## config.mk

```make
export PLATFORM = sky130hd
export DESIGN_NAME = sorted_priority_queue_unit_flat
export DESIGN_NICKNAME = d
export VERILOG_FILES = /design/src/hdl/spq_pkg.sv /design/src/hdl/spq_if.sv /design/src/hdl/spq_ram.sv /design/src/hdl/sorted_priority_queue_unit.sv /design/src/flat_wrapper.sv
export SDC_FILE = /design/constraint.sdc
export NUM_CORES = 1
export LEC_CHECK = 0
export BUFFER_PORTS_ARGS = -buffer_cell sky130_fd_sc_hd__buf_4
export CAP_MARGIN = 20
export CORE_ASPECT_RATIO = 0.9
export CORE_MARGIN = 10
export CORE_UTILIZATION = 62
export DETAILED_ROUTE_END_ITERATION = 7
export PLACE_DENSITY = 0.79
export SETUP_SLACK_MARGIN = 0.02
export SYNTH_ARGS = -nofsm -noshare
export SYNTH_HDL_FRONTEND = slang
export SYNTH_HIERARCHICAL = 1
export SYNTH_SLANG_ARGS = --single-unit
export TNS_END_PERCENT = 100
```

## constraint.sdc

```tcl
create_clock -name clk_i -period 6.6 [get_ports clk_i]
set_clock_uncertainty 0.2 [all_clocks]
set_input_delay 0.66 -clock clk_i [delete_from_list [all_inputs] [get_ports clk_i]]
set_output_delay 0.66 -clock clk_i [all_outputs]
set_load 0.02 [all_outputs]
```

## src/hdl/spq_pkg.sv

```systemverilog
// Shared types and constants for the sorted priority queue.
// No dependencies; the files that use it refer to it by scoped names.
`timescale 1ns / 1ps

package spq_pkg;

  localparam int unsigned DataW        = 32;
  localparam int unsigned PrioW        = 16;
  localparam int unsigned OccW         = 5;
  localparam int unsigned DefaultDepth = 16;

  localparam logic KindInsert  = 1'b0;
  localparam logic KindExtract = 1'b1;

  typedef enum logic [1:0] {
    StatOk       = 2'd0,
    StatOverflow = 2'd1,
    StatEmpty    = 2'd2
  } status_e;

  // one queue slot as held in the slot memory
  typedef struct packed {
    logic signed [DataW-1:0] value;
    logic        [PrioW-1:0] prio;
  } entry_t;

  localparam int unsigned EntryW = DataW + PrioW;

endpackage

```

## src/hdl/spq_if.sv

```systemverilog
// Valid/ready channel interfaces for the queue's request and result items.
// Depends on spq_pkg for field widths and the status type.
`timescale 1ns / 1ps

interface spq_req_if;
  logic                              valid;
  logic                              ready;
  logic                              kind;
  logic signed [spq_pkg::DataW-1:0]  item_value;
  logic        [spq_pkg::PrioW-1:0]  item_priority;

  modport source (output valid, kind, item_value, item_priority, input ready);
  modport sink   (input valid, kind, item_value, item_priority, output ready);
endinterface

interface spq_rsp_if;
  logic                              valid;
  logic                              ready;
  logic signed [spq_pkg::DataW-1:0]  out_value;
  spq_pkg::status_e                  status;
  logic        [spq_pkg::OccW-1:0]   occupancy;

  modport source (output valid, out_value, status, occupancy, input ready);
  modport sink   (input valid, out_value, status, occupancy, output ready);
endinterface

```

## src/hdl/spq_ram.sv

```systemverilog
// Generic single-write, single-read RAM with registered read data.
// No dependencies.
`timescale 1ns / 1ps

module spq_ram #(
  parameter int unsigned Width = 8,
  parameter int unsigned Depth = 16,
  localparam int unsigned AddrW = (Depth > 1) ? $clog2(Depth) : 1
) (
  input  logic             clk_i,
  input  logic             we_i,
  input  logic [AddrW-1:0] waddr_i,
  input  logic [Width-1:0] wdata_i,
  input  logic [AddrW-1:0] raddr_i,
  output logic [Width-1:0] rdata_o
);

  logic [Width-1:0] mem_q [Depth];

  always_ff @(posedge clk_i) begin
    if (we_i) begin
      mem_q[waddr_i] <= wdata_i;
    end
    rdata_o <= mem_q[raddr_i];
  end

endmodule

```

## src/hdl/sorted_priority_queue_unit.sv

```systemverilog
// Sorted priority queue: request channel in, result channel out.
// Depends on spq_pkg, spq_if (spq_req_if, spq_rsp_if) and spq_ram.
//
// Usage: each request item is an insert (value, priority) or an extract of
// the highest-priority value; every request yields exactly one result item
// with out_value, status and the occupancy after the operation. Entries of
// equal priority leave in arrival order. Insert into a full queue returns
// overflow, extract from an empty queue returns empty; both leave it as is.
// One item is handled at a time. An insert moves each lower-priority entry
// back one slot before placing the new one; an extract reads the head and
// then moves every remaining entry forward one slot. Refused cases and an
// insert into an empty queue go straight to the finish state.
// Slots move one per cycle through the slot memory (one write, one read port),
// driven by one shared priority comparator and slot address counter.
// The result sits in an output register; the next request is accepted while
// it waits. If the receiver stalls, a finished item holds before the
// register until it frees. Reset empties the queue; slot contents are not
// cleared, as only slots below the occupancy are ever read.
`timescale 1ns / 1ps

module sorted_priority_queue_unit #(
  parameter int unsigned DEPTH = spq_pkg::DefaultDepth
) (
  input  logic        clk_i,
  input  logic        rst_ni,
  spq_req_if.sink     in_i,
  spq_rsp_if.source   out_o
);

  localparam int unsigned AddrW = (DEPTH > 1) ? $clog2(DEPTH) : 1;
  localparam int unsigned CntW  = $clog2(DEPTH + 1);

  localparam logic [2:0] StIdle     = 3'd0;
  localparam logic [2:0] StInsCmp   = 3'd1;
  localparam logic [2:0] StInsPlace = 3'd2;
  localparam logic [2:0] StExtHead  = 3'd3;
  localparam logic [2:0] StExtShift = 3'd4;
  localparam logic [2:0] StFinish   = 3'd5;

  logic [2:0]               state_q, state_d;
  logic [CntW-1:0]          count_q, count_d;
  logic [CntW-1:0]          pos_q, pos_d;
  spq_pkg::entry_t          new_q, new_d;
  logic signed [spq_pkg::DataW-1:0] res_value_q, res_value_d;
  spq_pkg::status_e         res_status_q, res_status_d;

  logic                             out_valid_q, out_valid_d;
  logic signed [spq_pkg::DataW-1:0] out_value_q, out_value_d;
  spq_pkg::status_e                 out_status_q, out_status_d;
  logic [spq_pkg::OccW-1:0]         out_occ_q, out_occ_d;

  logic                     ram_we;
  logic [AddrW-1:0]         ram_waddr;
  logic [AddrW-1:0]         ram_raddr;
  spq_pkg::entry_t          ram_wdata;
  spq_pkg::entry_t          ram_rdata;
  logic [spq_pkg::EntryW-1:0] ram_rdata_raw;

  logic                     accept;
  logic                     load_out;
  logic                     move_back;

  spq_ram #(
    .Width (spq_pkg::EntryW),
    .Depth (DEPTH)
  ) u_slots (
    .clk_i   (clk_i),
    .we_i    (ram_we),
    .waddr_i (ram_waddr),
    .wdata_i (ram_wdata),
    .raddr_i (ram_raddr),
    .rdata_o (ram_rdata_raw)
  );

  assign ram_rdata = spq_pkg::entry_t'(ram_rdata_raw);

  assign in_i.ready = (state_q == StIdle);
  assign accept     = in_i.valid && in_i.ready;
  assign load_out   = (state_q == StFinish) && (!out_valid_q || out_o.ready);
  // shared comparator: does the slot just read yield to the new entry?
  assign move_back  = (ram_rdata.prio < new_q.prio);

  always_comb begin
    state_d      = state_q;
    count_d      = count_q;
    pos_d        = pos_q;
    new_d        = new_q;
    res_value_d  = res_value_q;
    res_status_d = res_status_q;
    ram_we       = 1'b0;
    ram_waddr    = '0;
    ram_wdata    = new_q;
    ram_raddr    = '0;

    case (state_q)
      StIdle: begin
        if (accept) begin
          new_d.value  = in_i.item_value;
          new_d.prio   = in_i.item_priority;
          res_value_d  = '0;
          res_status_d = spq_pkg::StatOk;
          if (in_i.kind == spq_pkg::KindInsert) begin
            if (count_q >= CntW'(DEPTH)) begin
              res_status_d = spq_pkg::StatOverflow;
              state_d      = StFinish;
            end else if (count_q == '0) begin
              ram_we          = 1'b1;
              ram_waddr       = '0;
              ram_wdata.value = in_i.item_value;
              ram_wdata.prio  = in_i.item_priority;
              count_d         = CntW'(1);
              state_d         = StFinish;
            end else begin
              pos_d     = count_q;
              ram_raddr = AddrW'(count_q - CntW'(1));
              state_d   = StInsCmp;
            end
          end else begin
            if (count_q == '0) begin
              res_status_d = spq_pkg::StatEmpty;
              state_d      = StFinish;
            end else begin
              ram_raddr = '0;
              state_d   = StExtHead;
            end
          end
        end
      end

      StInsCmp: begin
        ram_we    = 1'b1;
        ram_waddr = AddrW'(pos_q);
        if (move_back) begin
          // shift the lower-priority slot back and look one slot further ahead
          ram_wdata = ram_rdata;
          pos_d     = pos_q - CntW'(1);
          if (pos_q == CntW'(1)) begin
            state_d = StInsPlace;
          end else begin
            ram_raddr = AddrW'(pos_q - CntW'(2));
          end
        end else begin
          count_d = count_q + CntW'(1);
          state_d = StFinish;
        end
      end

      StInsPlace: begin
        ram_we    = 1'b1;
        ram_waddr = '0;
        count_d   = count_q + CntW'(1);
        state_d   = StFinish;
      end

      StExtHead: begin
        res_value_d = ram_rdata.value;
        if (count_q == CntW'(1)) begin
          count_d = '0;
          state_d = StFinish;
        end else begin
          ram_raddr = AddrW'(1);
          pos_d     = '0;
          state_d   = StExtShift;
        end
      end

      StExtShift: begin
        // pos_q walks the slot being refilled from the one behind it
        ram_we    = 1'b1;
        ram_waddr = AddrW'(pos_q);
        ram_wdata = ram_rdata;
        if ((pos_q + CntW'(2)) < count_q) begin
          ram_raddr = AddrW'(pos_q + CntW'(2));
          pos_d     = pos_q + CntW'(1);
        end else begin
          count_d = count_q - CntW'(1);
          state_d = StFinish;
        end
      end

      StFinish: begin
        if (load_out) begin
          state_d = StIdle;
        end
      end

      default: begin
        state_d = StIdle;
      end
    endcase
  end

  always_comb begin
    out_valid_d  = out_valid_q;
    out_value_d  = out_value_q;
    out_status_d = out_status_q;
    out_occ_d    = out_occ_q;
    if (load_out) begin
      out_valid_d  = 1'b1;
      out_value_d  = res_value_q;
      out_status_d = res_status_q;
      out_occ_d    = spq_pkg::OccW'(count_q);
    end else if (out_o.ready) begin
      out_valid_d = 1'b0;
    end
  end

  always_ff @(posedge clk_i or negedge rst_ni) begin
    if (!rst_ni) begin
      state_q     <= StIdle;
      count_q     <= '0;
      pos_q       <= '0;
      out_valid_q <= 1'b0;
    end else begin
      state_q     <= state_d;
      count_q     <= count_d;
      pos_q       <= pos_d;
      out_valid_q <= out_valid_d;
    end
  end

  always_ff @(posedge clk_i) begin
    new_q        <= new_d;
    res_value_q  <= res_value_d;
    res_status_q <= res_status_d;
    out_value_q  <= out_value_d;
    out_status_q <= out_status_d;
    out_occ_q    <= out_occ_d;
  end

  assign out_o.valid     = out_valid_q;
  assign out_o.out_value = out_value_q;
  assign out_o.status    = out_status_q;
  assign out_o.occupancy = out_occ_q;

endmodule

```

## src/flat_wrapper.sv

```systemverilog
// flat-port wrapper written by rule: the top's interface ports become plain ports
module sorted_priority_queue_unit_flat 
#(
  parameter int unsigned DEPTH = spq_pkg::DefaultDepth
)
  (clk_i, rst_ni, in_i_valid, in_i_kind, in_i_item_value, in_i_item_priority, in_i_ready, out_o_valid, out_o_out_value, out_o_status, out_o_occupancy, out_o_ready);
  spq_req_if in_i_i ();
  spq_rsp_if out_o_i ();
  input  logic clk_i;
  input  logic rst_ni;
  input wire logic [$bits(in_i_i.valid)-1:0] in_i_valid;
  input wire logic [$bits(in_i_i.kind)-1:0] in_i_kind;
  input wire logic [$bits(in_i_i.item_value)-1:0] in_i_item_value;
  input wire logic [$bits(in_i_i.item_priority)-1:0] in_i_item_priority;
  output wire logic [$bits(in_i_i.ready)-1:0] in_i_ready;
  output wire logic [$bits(out_o_i.valid)-1:0] out_o_valid;
  output wire logic [$bits(out_o_i.out_value)-1:0] out_o_out_value;
  output wire logic [$bits(out_o_i.status)-1:0] out_o_status;
  output wire logic [$bits(out_o_i.occupancy)-1:0] out_o_occupancy;
  input wire logic [$bits(out_o_i.ready)-1:0] out_o_ready;
  assign in_i_i.valid = in_i_valid;
  assign in_i_i.kind = in_i_kind;
  assign in_i_i.item_value = in_i_item_value;
  assign in_i_i.item_priority = in_i_item_priority;
  assign in_i_ready = in_i_i.ready;
  assign out_o_valid = out_o_i.valid;
  assign out_o_out_value = out_o_i.out_value;
  assign out_o_status = out_o_i.status;
  assign out_o_occupancy = out_o_i.occupancy;
  assign out_o_i.ready = out_o_ready;
  sorted_priority_queue_unit #(.DEPTH(DEPTH)) u_core (.clk_i(clk_i), .rst_ni(rst_ni), .in_i(in_i_i), .out_o(out_o_i));
endmodule
```

==> results of run 1 <==
[what timing repair did]
action / in CTS / in global routing
hold endpoints to repair: 41 / 0
gates resized for setup: 0 / 0
hold buffers: 28 / 0
[layout make-up]
cell class | count | area [um2]
repair buffers | 196 | 1700
fillers | 3261 | 16600
inverters | 59 | 221
well taps | 774 | 968
multi-input cells | 707 | 7920
flip-flops and latches | 951 | 28000
clock buffers | 124 | 2490
clock inverters | 40 | 375
[registers in the layout, summed over array words and instances, names as in the netlist]
signal	flops
u_core/u_slots/rdata_o	48
u_core/new_q	48
u_core/state_q	3
u_core/out_o.occupancy	5
u_core/out_o.status	2
u_core/count_q	5
u_core/u_slots/mem_q	768
u_core/out_o.valid	1
u_core/res_value_q	32
u_core/res_status_q	2
u_core/out_o.out_value	32
u_core/pos_q	5
[cell usage after synthesis (all sizes together) (2+ instances only)]
| cell type | instances |
|---|---|
| nand3 | 6 |
| mux2i | 5 |
| nor3b | 2 |
| nor2b | 11 |
| a21oi | 20 |
| buf | 55 |
| a221oi | 2 |
| a211oi | 6 |
| a21boi | 2 |
| dfrtp | 14 |
| xnor2 | 6 |
| ha | 29 |
| a22oi | 147 |
| nand2b | 6 |
| nand2 | 78 |
| dfxtp | 48 |
| o31ai | 4 |
| mux4 | 192 |
| a31oi | 6 |
| mux2 | 3 |
| edfxtp | 889 |
| o21ai | 71 |
| clkbuf | 41 |
| nor2 | 39 |
| o221ai | 2 |
| o211ai | 3 |
| a32oi | 2 |
| nor3 | 14 |
| inv | 59 |
| and2 | 3 |
| and3 | 34 |
| nand3b | 2 |
[routing by layer]
layer	share of wire, %	vias up	GRT usage [%]
met5	0	-	0
met4	2.9	0	8.86
met3	12	203	5.46
met2	49	1384	40.6
met1	36	9887	35.5
li1	-	7812	-
[through the flow]
| stage | total power [uW] | hold WS [ns] | setup WS (ns) | instance area, um2 |
|---|---|---|---|---|
| after detailed placement | 18100 | 0.205 | 1.86 | 38500 |
| after global placement | 17600 | 0.201 | 1.97 | 38300 |
| final | 23200 | 0.0265 | 1.75 | 41700 |
| after CTS | 23200 | 0.00166 | 1.81 | 41600 |
| after global routing | 24200 | 0.00353 | 1.51 | 41700 |
| after floorplan | 15300 | 0.164 | 0.637 | 36400 |
[cell families (layout without fill, tap and decap cells)]
logic type               Yosys count  after routing  synth area share, %
AND/OR/NAND/NOR                  200            200                 2.75
multiplexers                     200            200                 12.1
buffers and inverters            155            419                 1.92
adder cells (fa/ha/maj)           29             29                0.996
AO/OA/AOI/OAI                    271            271                 5.15
XOR/XNOR                           7              7                0.168
flip-flops                       951            951                 76.9
[power groups by stage]
stage               combinational (uW)  clock [uW]  sequential (uW)
finish                            8510        5040             9690
global route                      9080        5310             9780
global placement                  7890           0             9700
floorplan                         5660           0             9680
detailed placement                8300           0             9770
CTS                               8430        5090             9680
[final timing paths]
path	cells after the start	slack, ns	start	to
worst min register to register	0	0.21	u_core/res_value_q[7]$_SDFFCE_PN0P_	u_core/out_o.out_value[7]$_DFFE_PP_
worst max register to register	10	1.75	u_core/state_q[0]$_DFFE_PN0P_	u_core/u_slots/rdata_o[39]$_DFF_P_
worst max-delay path	10	1.75	u_core/state_q[0]$_DFFE_PN0P_	u_core/u_slots/rdata_o[39]$_DFF_P_
worst min-delay path	1	0.03	in_i_item_priority[15]	u_core/new_q[15]$_DFFE_PP_
min in group asynchronous	2	0.23	rst_ni	u_core/pos_q[0]$_DFFE_PN0P_
max in group asynchronous	2	5.77	rst_ni	u_core/state_q[1]$_DFFE_PN0P_
==> results.md, run 1 <==
- The flow ran to the end, and the final reports show no timing, DRC or antenna violations.
- The CTS tree is yes.
- The number of slew-limit violations in the final report is 0.
- The floorplan step set the die height to 250 um.
- Setup repair after global routing left no endpoint under its margin.
- Including well taps, the total number of placed cells is 2655.
- For this design, the slowest cell found on the critical path is sky130_fd_sc_hd__dfrtp_1.
- For this run the aggregate overflow at the end of global routing stands at 0.
- The share of synthesized area in the top cell type comes to 73.3%.
- The post-detailed-route wirelength per cell is 30.8 um.
- The power density normalized to cell area is 558 nW/um2.
- The H-tree was split into 3 levels.
- In this run, synthesis inferred 889 flip-flops with an integrated enable.
- In this run the post-CTS setup repair buffer count came out at 0.
- After technology mapping, the gate count stands at 1813.
- The HPWL after detailed placement is 44500 um.
- The hold violation total from the final report came to 0.
- The combined area of all synthesized cells is 36400 um2.
- The region available for standard cell placement spans 58300 um2.
- In this run, the number of DRC markers left after iteration 0 of detailed routing was 2840.
- After detailed routing, the number of vias per cell comes to 6.76.
- After clock tree synthesis, the clock-pin slew on the worst setup and hold paths is 0.06 ns.
- The top cell types in the final layout, fill and taps aside, are 889 x sky130_fd_sc_hd__edfxtp_1, 192 x sky130_fd_sc_hd__mux4_2, 151 x sky130_fd_sc_hd__buf_4.
- The library cell occupying the most area in the post-synthesis netlist is sky130_fd_sc_hd__edfxtp_1.
- The initial cell density of the core is 62.4%.
- Across the run, the number of max-cap violations was 0.
- The data arrival time of the worst path is 5.16 ns.
- The clock network is responsible for 21.7% of the overall power.
- The final worst-path cycle share is 73.5%.
- The first detailed-routing pass took 6 iterations.
- In the final design database the tool counted 2086 nets.
- Each instance of the synthesized netlist takes up on average 20.1 um2.
- The netlist uses 64 different library cells.
- For this run, the number of standard cells in the final layout without fillers is 2851.
- The power spent charging and discharging nets is 7940 uW.
- The number of nets still failing antenna checks after routing is 0.
- The global-route wire length before repair is 130000 um.
- After routing, the total negative slack on setup checks comes to 0 ns.
- For the pin with the worst max-slew slack, the measured transition is 1.14 ns.
- The final route contains 19300 vias.
- The worst-case IR drop observed on VDD is 0.452 mV.
- For this run, the total global-route usage over all layers was measured as 25.7%.
- The pin count of the biggest net entering global routing is 139.
- The setup violation total in the final timing report is 0.
- Walking the worst path, the cells encountered are inv_2, nor3_4, o211ai_2, a31oi_2, o21ai_0, o221ai_4, buf_12, mux4_2, a22oi_1, nand2_1.
- The internal power of the cells totals 15300 uW.
- In this run the count of I/O pins placed on the die edge is 94.
- The proportion of layout cells with a drive suffix above 1 is 26.1%.
- The die extent in x is 275 um.
- Counting every sink on the clock net gives 951.
- The number of DRC violations after detailed routing is 0.
- The number of clock buffers inserted by TritonCTS is 89.
- When the netlist entered floorplanning its net count stood at 1895.
- Relative to the synthesized area, the layout overhead comes to 14.4%.
- The detailed-route wire length is 87800 um.
- The most used flip-flop cell after synthesis is sky130_fd_sc_hd__edfxtp_1.
- For this design the static power due to leakage is 0.0138 uW.
- The commonest non-fill, non-tap cell in the layout is sky130_fd_sc_hd__edfxtp_1.
- The achievable frequency is 206 MHz.
- The relative max-transition margin is 23.1%.
- The via count of the first global-routing pass is 19700.
- Port buffering added 93 buffers.
- The top fanout value on the critical path is 87.
- The shortest clock period the worst path allows after layout is 4.85 ns.
- The largest single stage delay on the critical path is 0.90 ns.
- At the end of routability-driven placement, the weighted congestion stood at 0.875.
- The number of buffers and inverters on the critical path is 2.
- The sequential fraction of design power is 41.7%.
- The synthesized design contains 951 register bits.
- The number of core rows is 84.
- The number of antenna diodes is 0.
- The class of the tightest hold or removal check is input port to flop.
- The clock reaches the later pin of the worst-skew pair after 0.64 ns.
- The worst setup path is launched from a flop.
- Per report_power, the combinational group accounts for 36.6% of the total.
- For the worst setup path, the data required time is 6.91 ns.
- The share of the core filled with cells in the final layout is 71.5%.
- The number of antenna violations at the first check in global routing is 1.
- The die covers 68900 um2.
- The count of synthesis-stage warnings from yosys is 6.
- The worst setup path is captured at a flop.
- Counting flops with an async set or reset pin after synthesis yields a share of 1.47%.
- The tree is rooted in a sky130_fd_sc_hd__clkbuf_16.
- The buffer depth of the longest clock path is 3.
- By area the synthesized netlist is led by sky130_fd_sc_hd__edfxtp_1 73%, sky130_fd_sc_hd__mux4_2 12%, sky130_fd_sc_hd__a22oi_1 3.0%.
- In this run switching power makes up 34.1% of total power.
- In this design, the largest share of critical-path delay is due to compound AO/OA/AOI/OAI gates.
- The worst setup path is of the flop to flop kind.
- The proportion of synthesized chip area in sequential cells is 76.9%.
Power figures use the tool's default switching activity.
==> run 2: changes to the inputs <==
Clock period 6.6 ns to 4.6 ns, I/O delays scaled along.
==> run 2 against run 1 <==
Effect of this change:
- wire length rose by 2.6%
- worst hold slack got worse by 0.0022 ns
- non-clock buffer count rose by 45
- highest routed layer unchanged
- die area did not move
==> results.md, run 2 (same netlist as run 1, synthesis figures left out) <==
- The violation count after the first detailed-routing iteration is 2974.
- The top fanout value on the critical path is 18.
- In the finished design, the share of the clock period the worst path needs comes to 93.9%.
- For this run, design rule violations remaining after detail routing come to 0.
- The number of core rows is 84.
- Hold repair after CTS inserted 51 buffers.
- The run finished with clean final reports.
- Based on the critical path, the design can be clocked at up to 231 MHz.
- The combinational cell fraction of total power is 37.6%.
- The number of buffers added on ports is 93.
- The later pin in the worst-skew pair is clocked with a latency of 0.63 ns.
- The die extent in x is 275 um.
- Max-cap violations in this run came to 0.
- Global routing used 26.3% of the available tracks across all layers.
- The buffer depth of the longest clock path is 3.
- The critical path is of the flop to flop type.
- The largest registers in the layout are u_core/u_slots/mem_q x768, u_core/new_q x48, u_core/u_slots/rdata_o x48.
- The number of slew-limit violations in the final report is 0.
- Across the VDD grid, the largest voltage drop is 0.638 mV.
- The relative max-transition margin is 27.6%.
- The largest single stage delay on the critical path is 0.53 ns.
- Gates resized during post-CTS repair numbered 0.
- The via density per instance is 6.75.
- In this run the remaining antenna-violating nets after routing total 0.
- The worst hold path belongs to the class input port to async pin.
- The library cell used most frequently in the layout, excluding fill and tap cells, is sky130_fd_sc_hd__edfxtp_1.
- The number of antenna violations at the first check in global routing is 2.
- The hold violation total from the final report is 0.
- From synthesis to final layout, the design area changed by 16.9%.
- The setup slack of the critical path after layout is 0.280 ns.
- The via total after detailed routing is 19600.
- The number of placed I/O pins is 94.
- The internal reg-to-reg setup slack is 0.28 ns.
- After clock tree synthesis, the setup repair step added 0 buffers.
- Summed over all cells, the static leakage comes to 0.0141 uW.
- The pre-CTS worst setup slack is 0.407 ns.
- CTS placed an instance of sky130_fd_sc_hd__clkbuf_16 at the clock tree root.
- TritonCTS created 89 clock buffers.
- The pre-antenna-repair detailed-routing pass consisted of 6 iterations.
- The sequential fraction of design power is 40.3%.
- The via count of the first global-routing pass was 20200.
- The register with the most flip-flops in the layout has 768 of them.
- The standard cell area after detailed placement is 39000 um2.
- The initial cell density of the core is 62.4%.
- Global routing finished with a remaining overflow of 0.
- Hold timing on the final database bottoms out at a slack of 0.0243 ns.
- Dividing the detail-routed wire length by the instance count gives 31.1 um.
- The worst endpoint required time is 4.90 ns.
- The HPWL after detailed placement is 43700 um.
- The die is 250 um tall.
- The clock-pin slew on the worst setup and hold paths is 0.07 ns.
- The area of the core is 58300 um2.
- The cell count of the worst reg-to-reg path is 14.
- The power spent charging and discharging nets is 11600 uW.
- Counting flops per register, the top entry is u_core/u_slots/mem_q.
- The switching fraction of total power is 33.9%.
- The number of nets in the layout is 2131.
- For the pin with the worst max-slew slack, the measured transition is 1.08 ns.
- The element type at the critical path start is a flop.
- Entering global routing, the biggest net connects 71 pins.
- Counting I/O delays and the setup requirement, the final critical path takes 4.32 ns.
- With fillers left out, the area of the finished cells amounts to 42600 um2.
- The post-route netlist has 26.9% of its cells at a drive strength greater than 1.
- The clock net in this run drives a total of 951 sinks.
- The power density normalized to cell area is 806 nW/um2.
- The setup violation total in the final timing report is 0.
- Per report_power, the clock group accounts for 22.0% of the total.
- The largest individual stage delay along the critical path comes from the cell sky130_fd_sc_hd__mux4_2.
- The data arrival time of the worst path is 4.62 ns.
- The endpoint class of the critical path is a flop.
- The library cells used most frequently in the layout, excluding fill and tap cells, are 889 x sky130_fd_sc_hd__edfxtp_1, 192 x sky130_fd_sc_hd__mux4_2, 149 x sky130_fd_sc_hd__buf_4.
- The first global-routing pass estimated 133000 um of wire.
- CTS built an H-tree with a depth of 3.
- The signal on the critical path passes through inv_1, ha_1, a21oi_1, o21ai_0, a21oi_1, o211ai_2, a31oi_2, o21ai_0, o221ai_4, buf_12, buf_12, mux4_2, a22oi_1, nand2_1.
- The die covers 68900 um2.
- The detailed-route wire length is 90000 um.
- The internal portion of the total power is 22700 uW.
- The CTS tree is yes.
- Setup repair after global routing left no endpoint under its margin.
- The congestion estimate from routability-driven global placement came to 0.864.
-- run 2: through the flow --
step                setup TNS (ns)  util (%)  power, uW  instances
finish                           0      73.0      34300       2900
global route                     0      73.0      35600       2898
global placement                 0      66.8      25800       2674
floorplan                   -19.33         -      22000       1813
detailed placement               0      66.9      26400       2678
CTS                              0      72.9      34200       2895
-- run 2: power groups by stage --
stage | clock network [uW] | registers [uW] | logic [uW]
finish | 7570 | 13800 | 12900
global route | 7960 | 13900 | 13700
CTS | 7630 | 13800 | 12800
detailed placement | 0 | 13900 | 12500
global placement | 0 | 13800 | 12000
floorplan | 0 | 13900 | 8130
-- run 2: cell type report --
type	count	area, um2
Fill cell	3122	15700
Sequential cell	951	28000
Multi-Input combinational cell	707	7940
Clock inverter	44	480
Timing Repair Buffer	241	2420
Clock buffer	122	2550
Inverter	59	221
Antenna cell	2	5.00
Tap cell	774	968
-- run 2: routing by layer --
metal  vias to the layer above  wire (um)  global-route usage (%)  share of wire (%)
met5                         -          0                       0                  0
met4                         0       3370                    10.2                3.7
met3                       261       9780                    4.50                 11
met2                      1409      44900                    42.7                 50
met1                      9958      32000                    35.6                 36
li1                       7933          -                       -                  -
-- run 2: critical path: cells and delay by family (launching register included) --
family | cells | cell delay (ns)
multiplexers | 1 | 0.53
adder cells (fa/ha/maj) | 1 | 0.25
buffers and inverters | 3 | 0.57
AO/OA/AOI/OAI | 8 | 2.14
flip-flops | 1 | 0.36
AND/OR/NAND/NOR | 1 | 0.11
-- run 2: final timing paths --
kind / from / to
max: u_core/new_q[9]$_DFFE_PP_ / u_core/u_slots/rdata_o[31]$_DFF_P_
min: rst_ni / u_core/pos_q[4]$_DFFE_PN0P_
max reg2reg: u_core/new_q[9]$_DFFE_PP_ / u_core/u_slots/rdata_o[31]$_DFF_P_
min reg2reg: u_core/res_value_q[13]$_SDFFCE_PN0P_ / u_core/out_o.out_value[13]$_DFFE_PP_
max in group asynchronous: rst_ni / u_core/state_q[1]$_DFFE_PN0P_
min in group clk_i: u_core/res_value_q[13]$_SDFFCE_PN0P_ / u_core/out_o.out_value[13]$_DFFE_PP_
==> run 3: changes to the inputs <==
Settings changed: BUFFER_PORTS_ARGS -buffer_cell sky130_fd_sc_hd__buf_4 to -buffer_cell sky130_fd_sc_hd__buf_2.
==> run 3 against run 2 <==
Effect of this change:
- via count up 0.31%
- total power down 1.4%
- fmax up 4.9%
- final area down 1.2%
- sequential cell count unchanged
- critical endpoint is now u_core/u_slots/rdata_o[33]$_DFF_P_
- utilization down 0.85 points
- clock-buffer cell count up 2
- wire length up 0.60%
- worst setup slack better by 0.20 ns
- final cell count down 0.21%
==> results.md, run 3 (same netlist as run 1, synthesis figures left out) <==
- u_core/u_slots/mem_q holds more flip-flops than any other register.
- The number of nets still failing antenna checks after routing is 0.
- The maximum level of the CTS H-tree is 3.
- The met3 track demand over resource in global routing is 5.11%.
- The global-route wire length before repair is 134000 um.
- The shortest clock period the worst path allows after layout is 4.12 ns.
- The buffers inserted during post-CTS setup optimization is 0.
- Dividing total power by cell area gives a power density of 804 nW/um2.
- The element type at the critical path start is a flop.
- CTS placed an instance of sky130_fd_sc_hd__clkbuf_16 at the clock tree root.
- After the first detailed-routing iteration, the DRC count stood at 2919.
- STA puts the critical path data arrival time at 4.45 ns.
- The register with the most flip-flops in the layout has 768 of them.
- The standard cell area after detailed placement is 38700 um2.
- The number of core rows is 84.
- The y dimension of the die is 250 um.
- TritonCTS built the clock tree.
- The number of placed cells counting well taps is 2673.
- The global-route track usage on met1 is 35.2%.
- The number of placed I/O pins is 94.
- Counting every sink on the clock net gives 951.
- The first TritonRoute pass finished after 7 iterations.
- The leakage power is 0.0139 uW.
- The layout overhead on the synthesized area is 15.6%.
- In the global route stage, overall resource usage came out at 26.6%.
- The number of nets in the layout is 2127.
- In this run the horizontal extent of the chip is 275 um.
- Setup repair after global routing left no endpoint under its margin.
- The setup slack of the critical path after layout is 0.482 ns.
- The worst pin sits at a relative slew slack of 30.0%.
- Dividing the detail-routed wire length by the instance count gives 31.3 um.
- The number of buffers and inverters on the critical path is 1.
- The number of antenna violations at the first check in global routing is 0.
- The number of buffers added on ports is 93.
- The clock passes through at most 3 buffers.
- The run finished with clean final reports.
- After legalization and detailed placement, the total HPWL measured 44300 um.
- The tool flagged a number of max-cap violations equal to 0.
- The die covers 68900 um2.
- The cell family contributing the most delay on the critical path is compound AO/OA/AOI/OAI gates.
- The count of placed standard cells in the final layout, fillers left out is 2894.
- After clock tree synthesis, the clock-pin slew on the worst setup and hold paths is 0.07 ns.
- The count of instances resized after the clock tree is built is 0.
- The later pin in the worst-skew pair is clocked with a latency of 0.64 ns.
- In the global route stage, met2 resource usage came out at 43.0%.
- In this run the most used layer during global routing was met2.
- At the pin with the least slew margin, the transition time is 1.04 ns.
- Static timing analysis puts the maximum clock frequency at 243 MHz.
- Across all layers, the routed design uses 19600 vias.
- The commonest non-fill, non-tap cell in the layout is sky130_fd_sc_hd__edfxtp_1.
- In this run, CTS created clock tree buffers numbering 89.
- The worst setup path is captured at a flop.
- Dividing the detail-routed via count by the number of cells gives 6.78.
- The type of the worst setup path is flop to flop.
- The finished layout cell area is 42100 um2.
- Cells with a size suffix above 1 make up 26.0% of the layout.
- Along the worst path, the maximum fanout reaches 60.
- The initial cell density of the core is 62.4%.
- The critical path's largest stage delay is 0.60 ns.
- In the final layout, the registers with the most flip-flops are u_core/u_slots/mem_q x768, u_core/new_q x48, u_core/u_slots/rdata_o x48.
- The via count of the first global-routing pass is 20400.
- In the layout the commonest cells are 889 x sky130_fd_sc_hd__edfxtp_1, 192 x sky130_fd_sc_hd__mux4_2, 147 x sky130_fd_sc_hd__a22oi_1.
- The detailed-route wire length is 90600 um.
- The number of slew-limit violations in the final report is 0.
- Traced cell by cell, the critical path runs through ha_1, nor2b_1, or2_2, ha_1, a21oi_1, nand2_4, a31oi_4, o21ai_0, o221ai_4, buf_12, mux4_2, a22oi_1, nand2_1.
- The setup violation total in the final timing report is 0.
- The total grt overflow is 0.
- The slowest stage of the critical path belongs to the cell sky130_fd_sc_hd__mux4_2.
- The placer's final routability congestion estimate is 0.856.
- At the placement stage, the worst setup path has a slack of 0.565 ns.
- For the worst setup path, the data required time is 4.93 ns.
- IR analysis of the VDD net gives a maximum drop of 0.833 mV.
- The pin count of the biggest net entering global routing is 61.
- In this design, the critical path's most frequently occurring cell is sky130_fd_sc_hd__ha_1.
- Dividing the final minimum period by the clock period gives 89.5%.
- The number of antenna diodes is 0.
- The region available for standard cell placement spans 58300 um2.
- The hold violation total from the final report is 0.
- The worst hold path belongs to the class input port to flop.
- Power comes to 33900 uW.
- The number of DRC violations after detailed routing is 0.
## run 3: cell count changes in the layout (fill, tap and decap cells not counted), moves of 3 or more
cell / change
sky130_fd_sc_hd__buf_2: +92
sky130_fd_sc_hd__clkbuf_8: -11
sky130_fd_sc_hd__buf_4: -94
sky130_fd_sc_hd__clkinv_1: +3
sky130_fd_sc_hd__bufinv_16: -4
sky130_fd_sc_hd__clkbuf_1: +13
## run 3: timing repair
action / in CTS / in global routing
setup endpoints to repair: 0 / 0
hold buffers: 50 / 0
hold endpoints to repair: 63 / 0
## run 3: layout make-up
cell class                 count  area [um2]
fill                        3201       16200
inverter                      59         221
tap                          774         968
clock inverter                42         364
timing repair buffer         237        2140
clock buffer                 124        2460
multi-input combinational    707        7940
sequential                   951       28000
## run 3: where the power goes
group,switching (uW),internal (uW),total [uW]
registers,647,13200,13800
clock network,3110,4080,7190
logic,7890,4960,12900
## run 3: tightest hold or removal path: stages
cell and delay [ns]:
sky130_fd_sc_hd__buf_2 0.09, sky130_fd_sc_hd__nor2b_1 0.09, sky130_fd_sc_hd__nand2b_1 0.17
## run 3: metal layers
layer  vias to the layer above  share of wire (%)
li1                       7915                  -
met3                       317                 11
met5                         -                  0
met1                      9922                 35
met2                      1468                 49
met4                         0                4.4
## run 3: final timing paths
check / from / endpoint / slack, ns / cells after the start
max: u_core/pos_q[2]$_DFFE_PN0P_ / u_core/u_slots/rdata_o[33]$_DFF_P_ / 0.48 / 13
min: out_o_ready / u_core/out_o.valid$_DFFE_PN0P_ / 0.03 / 3
max reg2reg: u_core/pos_q[2]$_DFFE_PN0P_ / u_core/u_slots/rdata_o[33]$_DFF_P_ / 0.48 / 13
min reg2reg: u_core/res_value_q[27]$_SDFFCE_PN0P_ / u_core/out_o.out_value[27]$_DFFE_PP_ / 0.21 / 0
max in group asynchronous: rst_ni / u_core/state_q[1]$_DFFE_PN0P_ / 3.83 / 2
min in group asynchronous: rst_ni / u_core/count_q[0]$_DFFE_PN0P_ / 0.08 / 2
## run 3: stage by stage
step | utilization (%) | setup TNS, ns | hold WS, ns
5_1_grt | 72.2 | 0 | 0.0414
3_5_place_dp | 66.4 | 0 | 0.189
3_3_place_gp | 66.3 | 0 | 0.183
6_report | 72.2 | 0 | 0.0286
2_1_floorplan | - | -19.33 | -0.0356
4_1_cts | 72.1 | 0 | 0.00408
